==> src/rtl/core/pbrld_pkg.sv <==
// Shared types and constants for the PackBits run-length decoder.
package pbrld_pkg;

    localparam int CAP_BITS        = 20;
    localparam int RUN_BITS        = 8;
    localparam int COUNT_BITS_DEF  = 20;
    localparam int QUEUE_DEPTH_DEF = 4;

    localparam logic [CAP_BITS-1:0] CAP_RESET = CAP_BITS'(48000);
    localparam logic [7:0]          HDR_NOP   = 8'd128;
    localparam logic [8:0]          REP_BASE  = 9'd257;

    typedef enum logic [1:0] {
        MODE_HEADER  = 2'd0,
        MODE_LITERAL = 2'd1,
        MODE_REPEAT  = 2'd2,
        MODE_SKIP    = 2'd3
    } t_mode;

    typedef enum logic [1:0] {
        STATUS_OK       = 2'd0,
        STATUS_OVERFLOW = 2'd1,
        STATUS_TRUNC    = 2'd2
    } t_status;

    typedef struct packed {
        logic [7:0] code_byte;
        logic       blob_end;
    } t_in;

    typedef struct packed {
        logic [7:0]          first_byte;
        logic [7:0]          second_byte;
        logic [1:0]          byte_count;
        logic                run_last;
        logic                stream_done;
        t_status             status;
        logic [CAP_BITS-1:0] decoded_total;
    } t_out;

    // One expansion request from the front to the back.
    typedef struct packed {
        logic [7:0]          data_byte;
        logic [RUN_BITS-1:0] count;      // 0 for a status-only request
        logic                done;
        t_status             status;
        logic [CAP_BITS-1:0] total;
    } t_cmd;

endpackage

==> src/rtl/core/pbrld_front.sv <==
// Front end: header parsing, capacity check, run state and request generation.
module pbrld_front import pbrld_pkg::*; #(
    parameter int COUNT_BITS = COUNT_BITS_DEF
) (
    input  logic                i_clk,
    input  logic                i_rst_n,
    input  logic                i_in_valid,
    output logic                o_in_ready,
    input  t_in                 i_in,
    input  logic                i_cfg_we,
    input  logic [CAP_BITS-1:0] i_cfg_wdata,
    input  logic                i_full,
    output logic                o_push,
    output t_cmd                o_cmd
);

    localparam int CMP_BITS = ((COUNT_BITS > CAP_BITS) ? COUNT_BITS : CAP_BITS) + 1;

    t_mode                 r_mode, n_mode, step_mode;
    logic [RUN_BITS-1:0]   r_run_left, n_run_left;
    logic [COUNT_BITS-1:0] r_bw, n_bw, step_bw;
    logic                  r_err, n_err, step_err;
    logic [CAP_BITS-1:0]   r_capacity;

    logic                  accept;
    logic                  is_lit, is_rep;
    logic [RUN_BITS-1:0]   hdr_cnt;
    logic [CMP_BITS-1:0]   cap_eff, cap_ext, mask_ext, need;
    logic                  fits;
    logic                  data_out;
    logic [CMP_BITS-1:0]   bw_ext;

    assign o_in_ready = !i_full;
    assign accept     = i_in_valid && !i_full;

    assign is_lit  = !i_in.code_byte[7];
    assign is_rep  = i_in.code_byte > HDR_NOP;
    assign hdr_cnt = i_in.code_byte[7] ? RUN_BITS'(REP_BASE - {1'b0, i_in.code_byte})
                                       : RUN_BITS'(i_in.code_byte + 8'd1);

    // Counter limit clamps a capacity wider than the byte counter.
    assign cap_ext  = CMP_BITS'(r_capacity);
    assign mask_ext = CMP_BITS'({COUNT_BITS{1'b1}});
    assign cap_eff  = (cap_ext > mask_ext) ? mask_ext : cap_ext;
    assign need     = CMP_BITS'(r_bw) + CMP_BITS'(hdr_cnt);
    assign fits     = need <= cap_eff;

    // Next state of the decode mode.
    always_comb begin
        step_mode = r_mode;
        unique case (r_mode)
            MODE_HEADER: begin
                if (is_lit || is_rep) begin
                    if (!fits)       step_mode = MODE_SKIP;
                    else if (is_lit) step_mode = MODE_LITERAL;
                    else             step_mode = MODE_REPEAT;
                end
            end
            MODE_LITERAL: begin
                if (r_run_left == RUN_BITS'(1)) step_mode = MODE_HEADER;
            end
            MODE_REPEAT: step_mode = MODE_HEADER;
            MODE_SKIP:   step_mode = MODE_SKIP;
            default:     step_mode = MODE_HEADER;
        endcase
        n_mode = r_mode;
        if (accept) n_mode = i_in.blob_end ? MODE_HEADER : step_mode;
    end

    // Run counters, byte count and the request to the back end.
    always_comb begin
        n_run_left = r_run_left;
        step_bw    = r_bw;
        step_err   = r_err;
        data_out   = 1'b0;
        o_cmd      = '0;
        o_cmd.data_byte = i_in.code_byte;
        unique case (r_mode)
            MODE_HEADER: begin
                if (is_lit || is_rep) begin
                    if (fits) n_run_left = hdr_cnt;
                    else      step_err   = 1'b1;
                end
            end
            MODE_LITERAL: begin
                data_out    = 1'b1;
                o_cmd.count = RUN_BITS'(1);
                step_bw     = r_bw + COUNT_BITS'(1);
                n_run_left  = r_run_left - RUN_BITS'(1);
            end
            MODE_REPEAT: begin
                data_out    = 1'b1;
                o_cmd.count = r_run_left;
                step_bw     = r_bw + COUNT_BITS'(r_run_left);
                n_run_left  = '0;
            end
            MODE_SKIP: ;
            default: ;
        endcase

        bw_ext = CMP_BITS'(step_bw);
        if (i_in.blob_end) begin
            o_cmd.done  = 1'b1;
            o_cmd.total = bw_ext[CAP_BITS-1:0];
            if (step_err)
                o_cmd.status = STATUS_OVERFLOW;
            else if (step_mode == MODE_LITERAL || step_mode == MODE_REPEAT)
                o_cmd.status = STATUS_TRUNC;
            else
                o_cmd.status = STATUS_OK;
        end

        o_push = accept && (data_out || i_in.blob_end);
        n_bw   = r_bw;
        n_err  = r_err;
        if (accept) begin
            n_bw  = i_in.blob_end ? '0 : step_bw;
            n_err = i_in.blob_end ? 1'b0 : step_err;
            if (i_in.blob_end) n_run_left = '0;
        end else begin
            n_run_left = r_run_left;
        end
    end

    always_ff @(posedge i_clk) begin
        if (!i_rst_n) begin
            r_mode     <= MODE_HEADER;
            r_run_left <= '0;
            r_bw       <= '0;
            r_err      <= 1'b0;
            r_capacity <= CAP_RESET;
        end else begin
            r_mode     <= n_mode;
            r_run_left <= n_run_left;
            r_bw       <= n_bw;
            r_err      <= n_err;
            if (i_cfg_we) r_capacity <= i_cfg_wdata;
        end
    end

endmodule

==> src/rtl/core/pbrld_queue.sv <==
// Small request queue between the front and back ends.
module pbrld_queue import pbrld_pkg::*; #(
    parameter int DEPTH = QUEUE_DEPTH_DEF
) (
    input  logic i_clk,
    input  logic i_rst_n,
    input  logic i_push,
    input  t_cmd i_cmd,
    output logic o_full,
    input  logic i_pop,
    output logic o_empty,
    output t_cmd o_head
);

    localparam int PTR_BITS = (DEPTH > 1) ? $clog2(DEPTH) : 1;
    localparam int CNT_BITS = $clog2(DEPTH + 1);

    t_cmd                r_mem [DEPTH];
    logic [PTR_BITS-1:0] r_wr, n_wr, r_rd, n_rd;
    logic [CNT_BITS-1:0] r_cnt, n_cnt;

    assign o_full  = r_cnt == CNT_BITS'(DEPTH);
    assign o_empty = r_cnt == '0;
    assign o_head  = r_mem[r_rd];

    always_comb begin
        n_wr  = r_wr;
        n_rd  = r_rd;
        n_cnt = r_cnt;
        if (i_push) n_wr = (r_wr == PTR_BITS'(DEPTH - 1)) ? '0 : r_wr + PTR_BITS'(1);
        if (i_pop)  n_rd = (r_rd == PTR_BITS'(DEPTH - 1)) ? '0 : r_rd + PTR_BITS'(1);
        if (i_push && !i_pop)      n_cnt = r_cnt + CNT_BITS'(1);
        else if (!i_push && i_pop) n_cnt = r_cnt - CNT_BITS'(1);
    end

    always_ff @(posedge i_clk) begin
        if (!i_rst_n) begin
            r_wr  <= '0;
            r_rd  <= '0;
            r_cnt <= '0;
        end else begin
            r_wr  <= n_wr;
            r_rd  <= n_rd;
            r_cnt <= n_cnt;
        end
    end

    always_ff @(posedge i_clk) begin
        if (i_push) r_mem[r_wr] <= i_cmd;
    end

endmodule

==> src/rtl/core/pbrld_back.sv <==
// Back end: expands requests into two-byte results behind an output register.
module pbrld_back import pbrld_pkg::*; (
    input  logic i_clk,
    input  logic i_rst_n,
    input  logic i_empty,
    input  t_cmd i_head,
    output logic o_pop,
    output logic o_out_valid,
    input  logic i_out_ready,
    output t_out o_out
);

    logic [RUN_BITS-1:0] r_sent, n_sent;
    logic                r_valid;
    t_out                r_out, n_out;
    logic                can_load, emit, last_chunk;
    logic [RUN_BITS-1:0] left;
    logic [1:0]          cnt;

    assign can_load   = !r_valid || i_out_ready;
    assign emit       = !i_empty && can_load;
    assign left       = i_head.count - r_sent;
    assign last_chunk = left <= RUN_BITS'(2);
    assign cnt        = last_chunk ? left[1:0] : 2'd2;
    assign o_pop      = emit && last_chunk;

    always_comb begin
        n_out             = '0;
        n_out.byte_count  = cnt;
        n_out.first_byte  = (cnt != 2'd0) ? i_head.data_byte : 8'd0;
        n_out.second_byte = (cnt == 2'd2) ? i_head.data_byte : 8'd0;
        n_out.run_last    = last_chunk;
        if (last_chunk && i_head.done) begin
            n_out.stream_done   = 1'b1;
            n_out.status        = i_head.status;
            n_out.decoded_total = i_head.total;
        end
        n_sent = r_sent;
        if (emit) n_sent = last_chunk ? '0 : r_sent + RUN_BITS'(2);
    end

    always_ff @(posedge i_clk) begin
        if (!i_rst_n) begin
            r_valid <= 1'b0;
            r_sent  <= '0;
        end else begin
            r_sent <= n_sent;
            if (can_load) r_valid <= emit;
        end
    end

    always_ff @(posedge i_clk) begin
        if (emit) r_out <= n_out;
    end

    assign o_out_valid = r_valid;
    assign o_out       = r_out;

endmodule

==> src/rtl/core/packbits_run_length_decoder.sv <==
// Top level of the streaming PackBits decoder.
//
//   channel   direction  handshake                   payload
//   input     in         i_in_valid / o_in_ready     i_in  (code_byte, blob_end)
//   output    out        o_out_valid / i_out_ready   o_out (bytes, count, status)
//   config    in         i_cfg_we                    i_cfg_wdata (output capacity)
//
// Header and literal bytes are taken at one per cycle while the request queue
// has room; a literal byte passes through the queue and then the output register.
// A repeat run of n bytes leaves the back end as ceil(n/2) results; input
// stalls once the request queue (QUEUE_DEPTH entries) fills.
// Synchronous active-low reset; no clearing pass. Output stalls back up
// through the queue to o_in_ready without losing a request.
module packbits_run_length_decoder import pbrld_pkg::*; #(
    parameter int COUNT_BITS  = COUNT_BITS_DEF,
    parameter int QUEUE_DEPTH = QUEUE_DEPTH_DEF
) (
    input  logic                i_clk,
    input  logic                i_rst_n,
    input  logic                i_in_valid,
    output logic                o_in_ready,
    input  t_in                 i_in,
    output logic                o_out_valid,
    input  logic                i_out_ready,
    output t_out                o_out,
    input  logic                i_cfg_we,
    input  logic [CAP_BITS-1:0] i_cfg_wdata
);

    logic push, pop, full, empty;
    t_cmd cmd, head;

    pbrld_front #(
        .COUNT_BITS (COUNT_BITS)
    ) u_front (
        .i_clk       (i_clk),
        .i_rst_n     (i_rst_n),
        .i_in_valid  (i_in_valid),
        .o_in_ready  (o_in_ready),
        .i_in        (i_in),
        .i_cfg_we    (i_cfg_we),
        .i_cfg_wdata (i_cfg_wdata),
        .i_full      (full),
        .o_push      (push),
        .o_cmd       (cmd)
    );

    pbrld_queue #(
        .DEPTH (QUEUE_DEPTH)
    ) u_queue (
        .i_clk   (i_clk),
        .i_rst_n (i_rst_n),
        .i_push  (push),
        .i_cmd   (cmd),
        .o_full  (full),
        .i_pop   (pop),
        .o_empty (empty),
        .o_head  (head)
    );

    pbrld_back u_back (
        .i_clk       (i_clk),
        .i_rst_n     (i_rst_n),
        .i_empty     (empty),
        .i_head      (head),
        .o_pop       (pop),
        .o_out_valid (o_out_valid),
        .i_out_ready (i_out_ready),
        .o_out       (o_out)
    );

endmodule

==> config.mk <==
export PLATFORM = sky130hd
export DESIGN_NAME = packbits_run_length_decoder
export DESIGN_NICKNAME = d
export VERILOG_FILES = /design/src/rtl/core/pbrld_pkg.sv /design/src/rtl/core/pbrld_front.sv /design/src/rtl/core/pbrld_queue.sv /design/src/rtl/core/pbrld_back.sv /design/src/rtl/core/packbits_run_length_decoder.sv
export SDC_FILE = /design/constraint.sdc
export NUM_CORES = 1
export LEC_CHECK = 0
export BUFFER_PORTS_ARGS = -buffer_cell sky130_fd_sc_hd__buf_2
export CAP_MARGIN = 20
export CORE_MARGIN = 2
export CORE_UTILIZATION = 60
export CTS_BUF_LIST = sky130_fd_sc_hd__clkbuf_16
export CTS_CLUSTER_SIZE = 30
export DETAILED_ROUTE_END_ITERATION = 8
export GPL_TIMING_DRIVEN = 1
export PLACE_DENSITY = 0.86
export SETUP_SLACK_MARGIN = 0.3
export SLEW_MARGIN = 20
export SYNTH_ARGS = -nofsm -noshare
export SYNTH_HDL_FRONTEND = slang
export SYNTH_SLANG_ARGS = --single-unit
==> constraint.sdc <==
create_clock -name i_clk -period 6.6 [get_ports i_clk]
set_input_delay 0.33 -clock i_clk [delete_from_list [all_inputs] [get_ports i_clk]]
set_output_delay 0.33 -clock i_clk [all_outputs]
set_load 0.03 [all_outputs]
# Word level (Yosys, flattened, before mapping)
# Memories as Yosys holds them, arrays and structs flattened. A register that Yosys moved wholly into a read port is not among the register bits.
# Cells that the tools add are included.
dict set report classes {
  muxes 34
  n_reduce_logical 24
  add_sub_neg 12
  eq_ne 12
  n_lt_le_gt_ge 4
}
# op count
set op_table {}
lappend op_table {{$mux 23} 2}
lappend op_table {{$mux 20} 2}
lappend op_table {{$mux 8} 5}
lappend op_table {{$pmux 20 s2} 1}
lappend op_table {{$mux 2} 12}
lappend op_table {{$pmux 8 s3} 1}
lappend op_table {{$add 20x8->21} 1}
lappend op_table {{$le 21x21->1} 1}
lappend op_table {{$add 20x1->20 const B} 1}
lappend op_table {{$add 20x8->20} 1}
lappend op_table {{$gt 20x20->1 const B} 1}
lappend op_table {{$pmux 8 s2} 1}
lappend op_table {{$eq 2x2->1 const B} 6}
lappend op_table {{$add 8x1->8 const B} 1}
lappend op_table {{$add 8x2->8 const B} 1}
lappend op_table {{$eq 8x1->1 const B} 1}
lappend op_table {{$gt 8x8->1 const B} 1}
lappend op_table {{$le 8x2->1 const B} 1}
lappend op_table {{$pmux 2 s4} 1}
lappend op_table {{$sub 1x8->8 const A} 1}
lappend op_table {{$sub 8x1->8 const B} 1}
lappend op_table {{$sub 8x8->8} 1}
lappend op_table {{$logic_and 1x1->1} 7}
lappend op_table {{$mux 1} 7}
lappend op_table {{other kinds (15)} 28}
dict set report totals {
  input_bits 34
  mem_count 1
  word_cells 104
  out_inout_bits 44
  register_bits 109
  ram_bits 156
}
# memory words width rd rd_clocked_by_memory_dff wr line
set mem_list {}
lappend mem_list {u_queue.r_mem 4 39 1 1 1 pbrld_queue.sv:18} ;# t_cmd r_mem [DEPTH];

# Longest topological paths before layout
# Gate-level depths: netlist of the first run.
dict set report depth {
  ltp_word 12
  mapped_depth 25
}

# Modules after synthesis
# Synthesis of the first run repeated with hierarchy kept, for this count alone.
dict set report unflattened {
  cells_unflattened 1038
  area_unflattened_um2 13022.5
}
# module cells_each instances seq_area_each_um2 area_per_inst_um2
set modules_own_cells {}
lappend modules_own_cells {pbrld_queue 247 1 4864.7 6075.8}
lappend modules_own_cells {pbrld_front 602 1 1021.0 4606.9}
lappend modules_own_cells {pbrld_back 189 1 1421.4 2339.7}

# Least setup slack after synthesis of the first run
# OpenSTA, ideal clock, no wires.
dict set report synth_path {
  path_type {register to register}
  start {register with a tool-made name}
  end {register u_queue.r_cnt[2]}
  path_slack_ns 1.907
  required_time_ns 6.530
  period_less_slack_ns 4.693
  path_stages_with_launch 21
  arrival_ns 4.622
  cell_sequence {dfxtp_1 -> buf_2 -> buf_2 -> mux4_2 -> fa_1 -> a21o_1 -> a21oi_4 -> nor2_1 -> a22o_1 -> a22o_1 -> and4_1 -> buf_6 -> and2_4 -> buf_6 -> inv_1 -> ha_1 -> inv_1 -> fa_1 -> xor2_1 -> or3_1 -> a21oi_1}
}
# element line
set synth_rtl {}
lappend synth_rtl {{end signal, assigned} pbrld_queue.sv:44} ;# r_cnt <= n_cnt;
lappend synth_rtl {{end, declared} pbrld_queue.sv:20} ;# logic [CNT_BITS-1:0] r_cnt, n_cnt;

# Final worst setup path of the first run
dict set report layout_path {
  start {input port i_in[2] in the netlist's numbering}
  end {register u_front.r_run_left[5]}
}
dict set report layout_via {
  elab_chain_cells 6
}
# element line
set layout_lines {}
lappend layout_lines {{start, declared} packbits_run_length_decoder.sv:22} ;# input t_in i_in,
lappend layout_lines {{$add 8x1->8 / $sub 1x8->8 (equally long branches)} {pbrld_front.sv:39, pbrld_front.sv:38}}
lappend layout_lines {{$mux 8} pbrld_front.sv:38} ;# assign hdr_cnt = i_in.code_byte[7] ? RUN_BITS'(REP_BASE - {1'b0, i_in.code_byte})
lappend layout_lines {{$add 20x8->21 / $mux 8 (equally long branches)} {pbrld_front.sv:45, pbrld_front.sv:81}}
lappend layout_lines {{$le 21x21->1 / $mux 8 (equally long branches)} {pbrld_front.sv:46, pbrld_front.sv:80}}
lappend layout_lines {{$ne 3x2->1 (no line) / $pmux 8 s3 (equally long branches)} -}
lappend layout_lines {{$reduce_and 4->1 (no line) / $mux 8 (equally long branches)} -}
lappend layout_lines {{end signal, assigned} pbrld_front.sv:134} ;# r_run_left <= n_run_left;
lappend layout_lines {{end, declared} pbrld_front.sv:20} ;# logic [RUN_BITS-1:0] r_run_left, n_run_left;
# Several ways; a longest one is shown, not always the timed one. The select of a mux whose other input is x is not followed.
# A chain may end at the register's enable or synchronous reset.

==> run_results.csv, run 1 <==
group,metric,value,unit
hold_path,hp-start,"i_cfg_wdata[16]",
cells_and_area,antenna_cells,0,
worst_setup_path,reg2reg_from,"u_front.r_bw[1]$_SDFFE_PN0P_",
sta,period_share,0.796,
cells_and_area,layout-drive-gt1-share,0.172,
synth,yosysSeqAreaShare,0.576,
global_route,grt_pass1_vias,8139,
synth,syn_inst,995,
synth,netlist_top_cells_area,"edfxtp_1 47%, dfxtp_1 11%, mux4_2 6.9%",
floorplanning,initial_core_util,0.607,
placed_design,dp_hpwl,17200,um
clock_tree,post_cts_buffers,0,
clock_tree,cts_buffers,27,
synth,ys_seq_elements,266,
synth,yosysTopAreaCell,"edfxtp_1",
worst_setup_path,r2r-end,"u_front.r_run_left[5]$_SDFFE_PN0P_",
synth,netlist.area_leader.share,0.469,
pwr,p_leak,5.44,nW
cells_and_area,area_growth,12.1,%
placed_design,dp.cells,1301,
synth,synth_commonest_cells,"198 x edfxtp_1, 68 x dfxtp_1, 65 x nor2_1",
cells_and_area,fillCellCount,1407,
worst_setup_path,path_cells,"buf_2 -> inv_1 -> ha_1 -> mux2_2 -> ha_1 -> a21o_1 -> a21oi_1 -> o21ai_0 -> a21oi_1 -> o21ai_0 -> a21o_1 -> and2_1 -> nand2_1 -> xnor2_1 -> ha_1 -> a21oi_1 -> nand2_1 -> a221oi_1 -> a31oi_1 -> o31ai_1 -> o21ai_2 -> o21ai_1 -> o21ai_0 -> a32o_1",
clock_tree,clk_root_buffer_cell,"clkbuf_16",
clock_tree,clk_pin_slew,0.06,ns
sta,finalMaxSlewViolations,0,
worst_setup_path,ff2ff_setup_slack,1.57,ns
worst_setup_path,critPathSlowestCell,"o21ai_1",
worst_setup_path,worstSetupEndpointType,"flip-flop",
worst_setup_path,critPathKind,"input pin to flip-flop",
routing,ant_nets,0,
global_route,grt_remaining_overflow,0,
global_route,grt_pass1_wl,43600,um
synth,netlist_area,12700,sq um
sta,hold_viol,0,
placed_design,portBuffers,77,
sta,worstMarginPinSlew,1.12,ns
synth,synthArstFlopShare,0,
clock_tree,cts_tree,"built",
worst_setup_path,cp.required,7.05,ns
clock_tree,cts.htree.levels,1,
synth,yosysMostFrequentCell,"edfxtp_1",
pwr,power_density,296,nW/um^2
hold_path,hold_path_end,"u_front.r_capacity[16]$_SDFFE_PN0P_",
clock_tree,clockBufferDepth,3,
routing,wl_per_cell,20.5,um
cells_and_area,fin_nets,1163,
floorplanning,core,20900,sq um
run,drv_cap,0,
sta,setup_viol,0,
routing,drt-pass1-iter-count,7,
routing,drc,0,
routing,vias,8295,
worst_setup_path,cpPeakStageDelay,0.78,ns
cells_and_area,stdcell_count,1360,
sta,finalClockSkew,0.0148,ns
hold_path,hold_class,"input pin to flip-flop",
placed_design,gp_routability_congestion,0.927,
synth,avgSynthCellArea,12.7,sq um
pwr,finalPower,4.21,mW
routing,drt-initial-drc-count,748,
floorplanning,boundaryPins,78,
sta,fmax,0.190,GHz
sta,tns,0,ns
routing,viasPerCell,6.10,
worst_setup_path,start_kind,"input pin",
synth,synth_nets,1094,
routing,wirelength,27900,um
global_route,grt_usage,0.254,
floorplanning,die_w,149,um
worst_setup_path,crit_fanout,11,
clock_tree,cts.sinks,266,
synth,synthFlopType,"edfxtp_1",
pwr,irDropWorstVdd,0.201,mV
sta,rsz0062_at_grt,"false",
hold_path,hold_path_depth,3,
sta,timing.slew.headroom,0.252,
floorplanning,design.die.area,22300,sq um
synth,synth-edff-count,198,
floorplanning,die_h,149,um
floorplanning,num_rows,53,
synth,synth.distinct_cells,64,
worst_setup_path,crit_arrival,5.71,ns
sta,fin_crit,5.26,ns
run_status,status,"finished, final reports clean",
worst_setup_path,reg2reg_depth,20,
synth,yosysWarnings,0,
clock_tree,insertion_delay,0.56,ns
global_route,grt_max_degree,55,
global_route,antenna_found_initial,0,
==> report_power, final <==
| group | switching (mW) | internal [mW] |
|---|---|---|
| logic | 0.451 | 0.216 |
| clock network | 0.673 | 0.874 |
| registers | 0.0538 | 1.94 |
==> kinds of logic after synthesis <==
group           count (synthesis)  share of synthesized area
simple gates                  289                      0.119
flops                         266                      0.576
compound gates                146                     0.0722
buf+inv                       103                     0.0338
mux                            66                     0.0907
fa+ha+maj                      65                     0.0665
xor+xnor                       59                     0.0408
other cells                     1                   0.000296
==> registers in the layout (all words and copies together), names as in the netlist, named ones only <==
| name | cells |
|---|---|
| u_queue.r_mem | 156 |
| u_back.o_out | 42 |
| u_front.r_bw | 20 |
| u_front.r_capacity | 20 |
| u_front.r_run_left | 8 |
| u_back.r_sent | 7 |
| u_queue.r_cnt | 3 |
| u_front.r_mode | 2 |
| u_queue.r_rd | 2 |
| u_queue.r_wr | 2 |
| u_back.o_out_valid | 1 |
| u_front.r_err | 1 |
==> worst max-delay path by stage <==
stage,from,slack [ns],cells after the start,end
2_1_floorplan,flip-flop,1.91,20,u_queue.r_cnt[2]$_SDFFE_PN0P_
3_3_place_gp,i_in[2],1.06,24,u_front.r_run_left[5]$_SDFFE_PN0P_
3_5_place_dp,i_in[2],0.92,24,u_front.r_run_left[5]$_SDFFE_PN0P_
4_1_cts,i_in[2],1.45,24,u_front.r_run_left[5]$_SDFFE_PN0P_
5_1_grt,i_in[2],0.92,24,u_front.r_run_left[5]$_SDFFE_PN0P_
6_report,i_in[2],1.34,24,u_front.r_run_left[5]$_SDFFE_PN0P_
==> per-stage QoR <==
step                      worst slack, ns  utilization  hold slack, ns  area (sq um)
after CTS                            1.45        0.680        0.000345         14200
final                                1.34        0.681          0.0118         14200
after global routing                0.918        0.681          0.0177         14200
after detailed placement            0.918        0.633           0.471         13200
after global placement               1.06        0.633           0.464         13200
after floorplan                      1.91            -           0.429         12700
==> cell type report <==
class	instances	area, sq um	area share
clock buffers	27	676	0.0475
clock inverters	23	219	0.0154
inverters	52	195	0.0137
multi-input cells	626	4960	0.349
flip-flops and latches	266	7310	0.514
well taps	275	344	0.0242
repair buffers	91	513	0.0361
==> cells in the final DEF (no fill, tap or decap), drive strengths merged, types with 3 or more instances in the layout <==
master,count
xnor2,34
inv,58
and2,22
fa,4
bufinv,3
nor2b,28
nor2,66
a21oi,50
and3,31
ha,61
mux4,39
dfxtp,68
xor2,25
o21ai,35
nor4,3
nand3,29
a32oi,6
dlygate4sd3,9
nand2b,8
a22o,3
mux2i,26
or2,3
nand4,7
buf,82
clkbuf,27
and4,4
or3,10
o211ai,7
a21o,6
clkinv,12
a31oi,11
a2bb2oi,4
nand2,57
nor3,15
edfxtp,198
==> metal layers <==
| layer | vias to the layer above | routed length [um] | track usage |
|---|---|---|---|
| li1 | 3795 | - | - |
| met1 | 4043 | 11200 | 0.336 |
| met2 | 381 | 13700 | 0.428 |
| met3 | 76 | 1980 | 0.0364 |
| met4 | 0 | 1000 | 0.0986 |
| met5 | - | 0 | 0 |
==> worst max-delay path: cells and delay by family <==
family	cells	cell delay, ns
buffers and inverters	2	0.35
AND/OR/NAND/NOR	3	0.33
AO/OA/AOI/OAI	14	3.43
XOR/XNOR	1	0.07
adder cells (fa/ha/maj)	3	0.90
multiplexers	1	0.30
==> timing repair <==
item | in CTS | in global routing
hold buffers | 9 | 0
resized for setup | 0 | 0
endpoints found under the hold margin | 9 | 0
setup endpoints to repair | 0 | 0
Note: power is estimated with default switching activity, not from simulation.
==> run 2, diff against run 1 <==
- ABC_AREA: not set -> 1
- clock period: 6.6 -> 5.3 ns (I/O delays scaled with it)
==> run 2 against run 1 <==
Effect of this change: register-to-register slack worse by 0.57 ns; clock power up 16%; core utilization up 0.71 points; setup slack worse by 0.34 ns; combinational power up 8.7%; sequential cell count unchanged; clock skew up 0.0051 ns; clock-buffer cell count up 1; critical path depth down 2; global-route usage up 0.79 points; synthesized cell count up 32%.
==> run_results.csv, run 2 <==
group,metric,value,unit
hold_path,hold_path_end,"u_queue.r_mem[0][32]$_DFFE_PP_",
floorplanning,design.die.area,22600,sq um
clock_tree,cts_resized,0,
global_route,grt_usage,0.262,
worst_setup_path,worst-path-buf-inv,3,
clock_tree,insertion_delay,0.53,ns
worst_setup_path,path_cells,"inv_2 -> o21ai_0 -> o22ai_1 -> fa_1 -> nand3_1 -> nand2_1 -> nand2_1 -> nand2_1 -> a21oi_1 -> or2_1 -> nand2_1 -> nor2_1 -> nand2_1 -> inv_2 -> nand2_2 -> ha_1 -> inv_1 -> fa_1 -> a21oi_1 -> o21ai_0 -> o21ai_0 -> a21oi_1",
floorplanning,core,21000,sq um
cells_and_area,most-common-layout-cells,"271 x nand2_1, 198 x edfxtp_1, 156 x inv_1, 138 x a21oi_1, 112 x nor2_1",
clock_tree,clockBufferDepth,3,
synth,yosysWarnings,0,
placed_design,place_area,13500,sq um
cells_and_area,largest-register,"u_queue.r_mem",
hold_path,hold_path_depth,1,
sta,timing.slew.headroom,0.322,
worst_setup_path,cp.required,5.70,ns
worst_setup_path,r2r-end,"u_queue.r_cnt[2]$_SDFFE_PN0P_",
clock_tree,cts.sinks,266,
cells_and_area,area_growth,12.3,%
worst_setup_path,crit_arrival,4.70,ns
clock_tree,clk_root_buffer_cell,"clkbuf_16",
synth,syn_inst,1316,
synth,ys_seq_elements,266,
routing,viasPerCell,5.77,
cells_and_area,fin_nets,1493,
sta,fmax,0.233,GHz
pwr,p_leak,6.06,nW
worst_setup_path,reg2reg_depth,22,
cells_and_area,final_common_cell,"nand2_1",
cells_and_area,fin_area,14500,sq um
sta,finalClockSkew,0.0199,ns
run,drv_cap,0,
sta,rsz0062_at_grt,"false",
pwr,sequentialPowerShare,0.491,
synth,avgSynthCellArea,9.78,sq um
worst_setup_path,critPathSlowestCell,"inv_2",
synth,yosysSeqAreaShare,0.568,
synth,yosysMostFrequentCell,"nand2_1",
global_route,grt_pass1_wl,46700,um
clock_tree,holdBufCountCts,8,
hold_path,hp-start,"i_in[2]",
routing,wirelength,29400,um
worst_setup_path,crit_fanout,42,
cells_and_area,seqCellArea,7310,sq um
synth,synth-edff-count,198,
routing,wl_per_cell,17.4,um
pwr,finalPower,4.97,mW
floorplanning,initial_core_util,0.612,
cells_and_area,largest_reg_flops,156,
sta,period_share,0.810,
pwr,power_frac_clock,0.363,
routing,drt-pass1-iter-count,8,
pwr,power_density,344,nW/um^2
sta,worstMarginPinSlew,1.01,ns
worst_setup_path,critPathTopFamily,"compound AO/OA/AOI/OAI gates",
global_route,grt_max_degree,52,
sta,fin_hold_ws,0.0255,ns
routing,drt-initial-drc-count,827,
routing,vias,9750,
routing,drc,0,
pwr,power_switching_share,0.266,
run_status,status,"finished, final reports clean",
cells_and_area,layout-drive-gt1-share,0.123,
synth,synthArstFlopShare,0,
cells_and_area,fillCellCount,1499,
worst_setup_path,worstSetupEndpointType,"flip-flop",
clock_tree,clk_pin_slew,0.06,ns
pwr,power.switching,1.32,mW
sta,finalMaxSlewViolations,0,
synth,synth.distinct_cells,49,
synth,yosysTopAreaCell,"edfxtp_1",
floorplanning,boundaryPins,78,
sta,setup_viol,0,
routing,ant_nets,0,
worst_setup_path,cpPeakStageDelay,0.61,ns
floorplanning,die_w,150,um
pwr,irDropWorstVdd,0.206,mV
synth,netlist_area,12900,sq um
placed_design,gp_routability_congestion,0.946,
sta,hold_viol,0,
hold_path,hold_class,"input pin to flip-flop",
global_route,antenna_found_initial,0,
synth,synthFlopType,"edfxtp_1",
placed_design,dp_hpwl,19900,um
synth,netlist.area_leader.share,0.462,
synth,synth_nets,1415,
sta,fin_crit,4.30,ns
global_route,grt_remaining_overflow,0,
floorplanning,num_rows,53,
floorplanning,die_h,150,um
clock_tree,cts.htree.levels,1,
global_route,grt_pass1_vias,9620,
synth,synth_commonest_cells,"271 x nand2_1, 198 x edfxtp_1, 147 x inv_1",
synth,netlist_top_cells_area,"edfxtp_1 46%, dfxtp_1 11%, nand2_1 7.9%",
clock_tree,cts_buffers,26,
worst_setup_path,cpMostUsedCell,"nand2_1",
pwr,pwr-share-comb,0.146,
clock_tree,cts_tree,"built",
clock_tree,post_cts_buffers,0,
cells_and_area,antenna_cells,0,
worst_setup_path,ff2ff_setup_slack,1.00,ns
worst_setup_path,start_kind,"flip-flop",
sta,tns,0,ns
cells_and_area,multiInputGateArea,4830,sq um
placed_design,portBuffers,77,
worst_setup_path,critPathKind,"flip-flop to flip-flop",
pwr,intPower,3.64,mW
## run 2: changes by cell type after synthesis, moves of 18 or more
cell,delta
a21oi_1,+89
and2_1,-18
nand2_1,+214
and3_1,-30
mux4_2,-39
inv_1,+96
mux2i_1,-26
a211oi_2,+19
xnor2_1,-25
nor2_1,+51
o21ai_0,+37
nor2b_1,-28
## run 2: area by class of cell
type	instances	area share
tap	275	0.0238
inverter	154	0.0400
timing repair buffer	97	0.0384
multi-input combinational	849	0.334
clock buffer	28	0.0485
sequential	266	0.505
clock inverter	20	0.00987
## run 2: cell families after synthesis
kind of cell,count (synthesis),synth area share
flip-flops,266,0.568
buffers and inverters,201,0.0601
other,1,0.000291
AND/OR/NAND/NOR,467,0.148
AO/OA/AOI/OAI,270,0.126
XOR/XNOR,46,0.0319
adder cells (fa/ha/maj),65,0.0655
## run 2: per-stage QoR
step,setup slack [ns],utilization,instances
4_1_cts,1.01,0.688,1689
3_3_place_gp,0.911,0.644,1633
5_1_grt,0.556,0.688,1689
6_report,1.00,0.688,1689
3_5_place_dp,0.755,0.644,1633
2_1_floorplan,1.44,-,1316
## run 2: worst max path at each step
stage                     startpoint                                  to  cells past startpoint
after floorplan              i_in[2]  u_front.r_run_left[4]$_SDFFE_PN0P_                     34
after global placement       i_in[2]      u_queue.r_mem[0][20]$_DFFE_PP_                     33
after detailed placement     i_in[1]  u_front.r_run_left[6]$_SDFFE_PN0P_                     28
after CTS                  flip-flop       u_queue.r_cnt[2]$_SDFFE_PN0P_                     22
after global routing         i_in[2]  u_front.r_run_left[1]$_SDFFE_PN0P_                     34
final                      flip-flop       u_queue.r_cnt[2]$_SDFFE_PN0P_                     22
## run 2: worst register-to-register path, delay by kind of cell, from the launching register on
family          cells  cell delay (ns)
fa+ha+maj           3             0.86
compound gates      7             1.18
buf+inv             3             0.76
flops               1             0.42
simple gates        9             0.97
## run 2: routing by layer
metal | wire length, um | GRT usage | vias to the layer above
met5 | 0 | 0 | -
met4 | 790 | 0.0972 | 0
met3 | 2130 | 0.0391 | 67
met2 | 14400 | 0.450 | 456
met1 | 12100 | 0.338 | 4608
li1 | - | - | 4619
## run 2: power by group through the flow
stage          combinational (mW)  clock [mW]  sequential (mW)
3_3_place_gp                0.690           0             2.47
3_5_place_dp                0.715           0             2.48
5_1_grt                     0.801        1.89             2.45
6_report                    0.725        1.80             2.44
2_1_floorplan               0.379           0             2.61
4_1_cts                     0.725        1.82             2.44
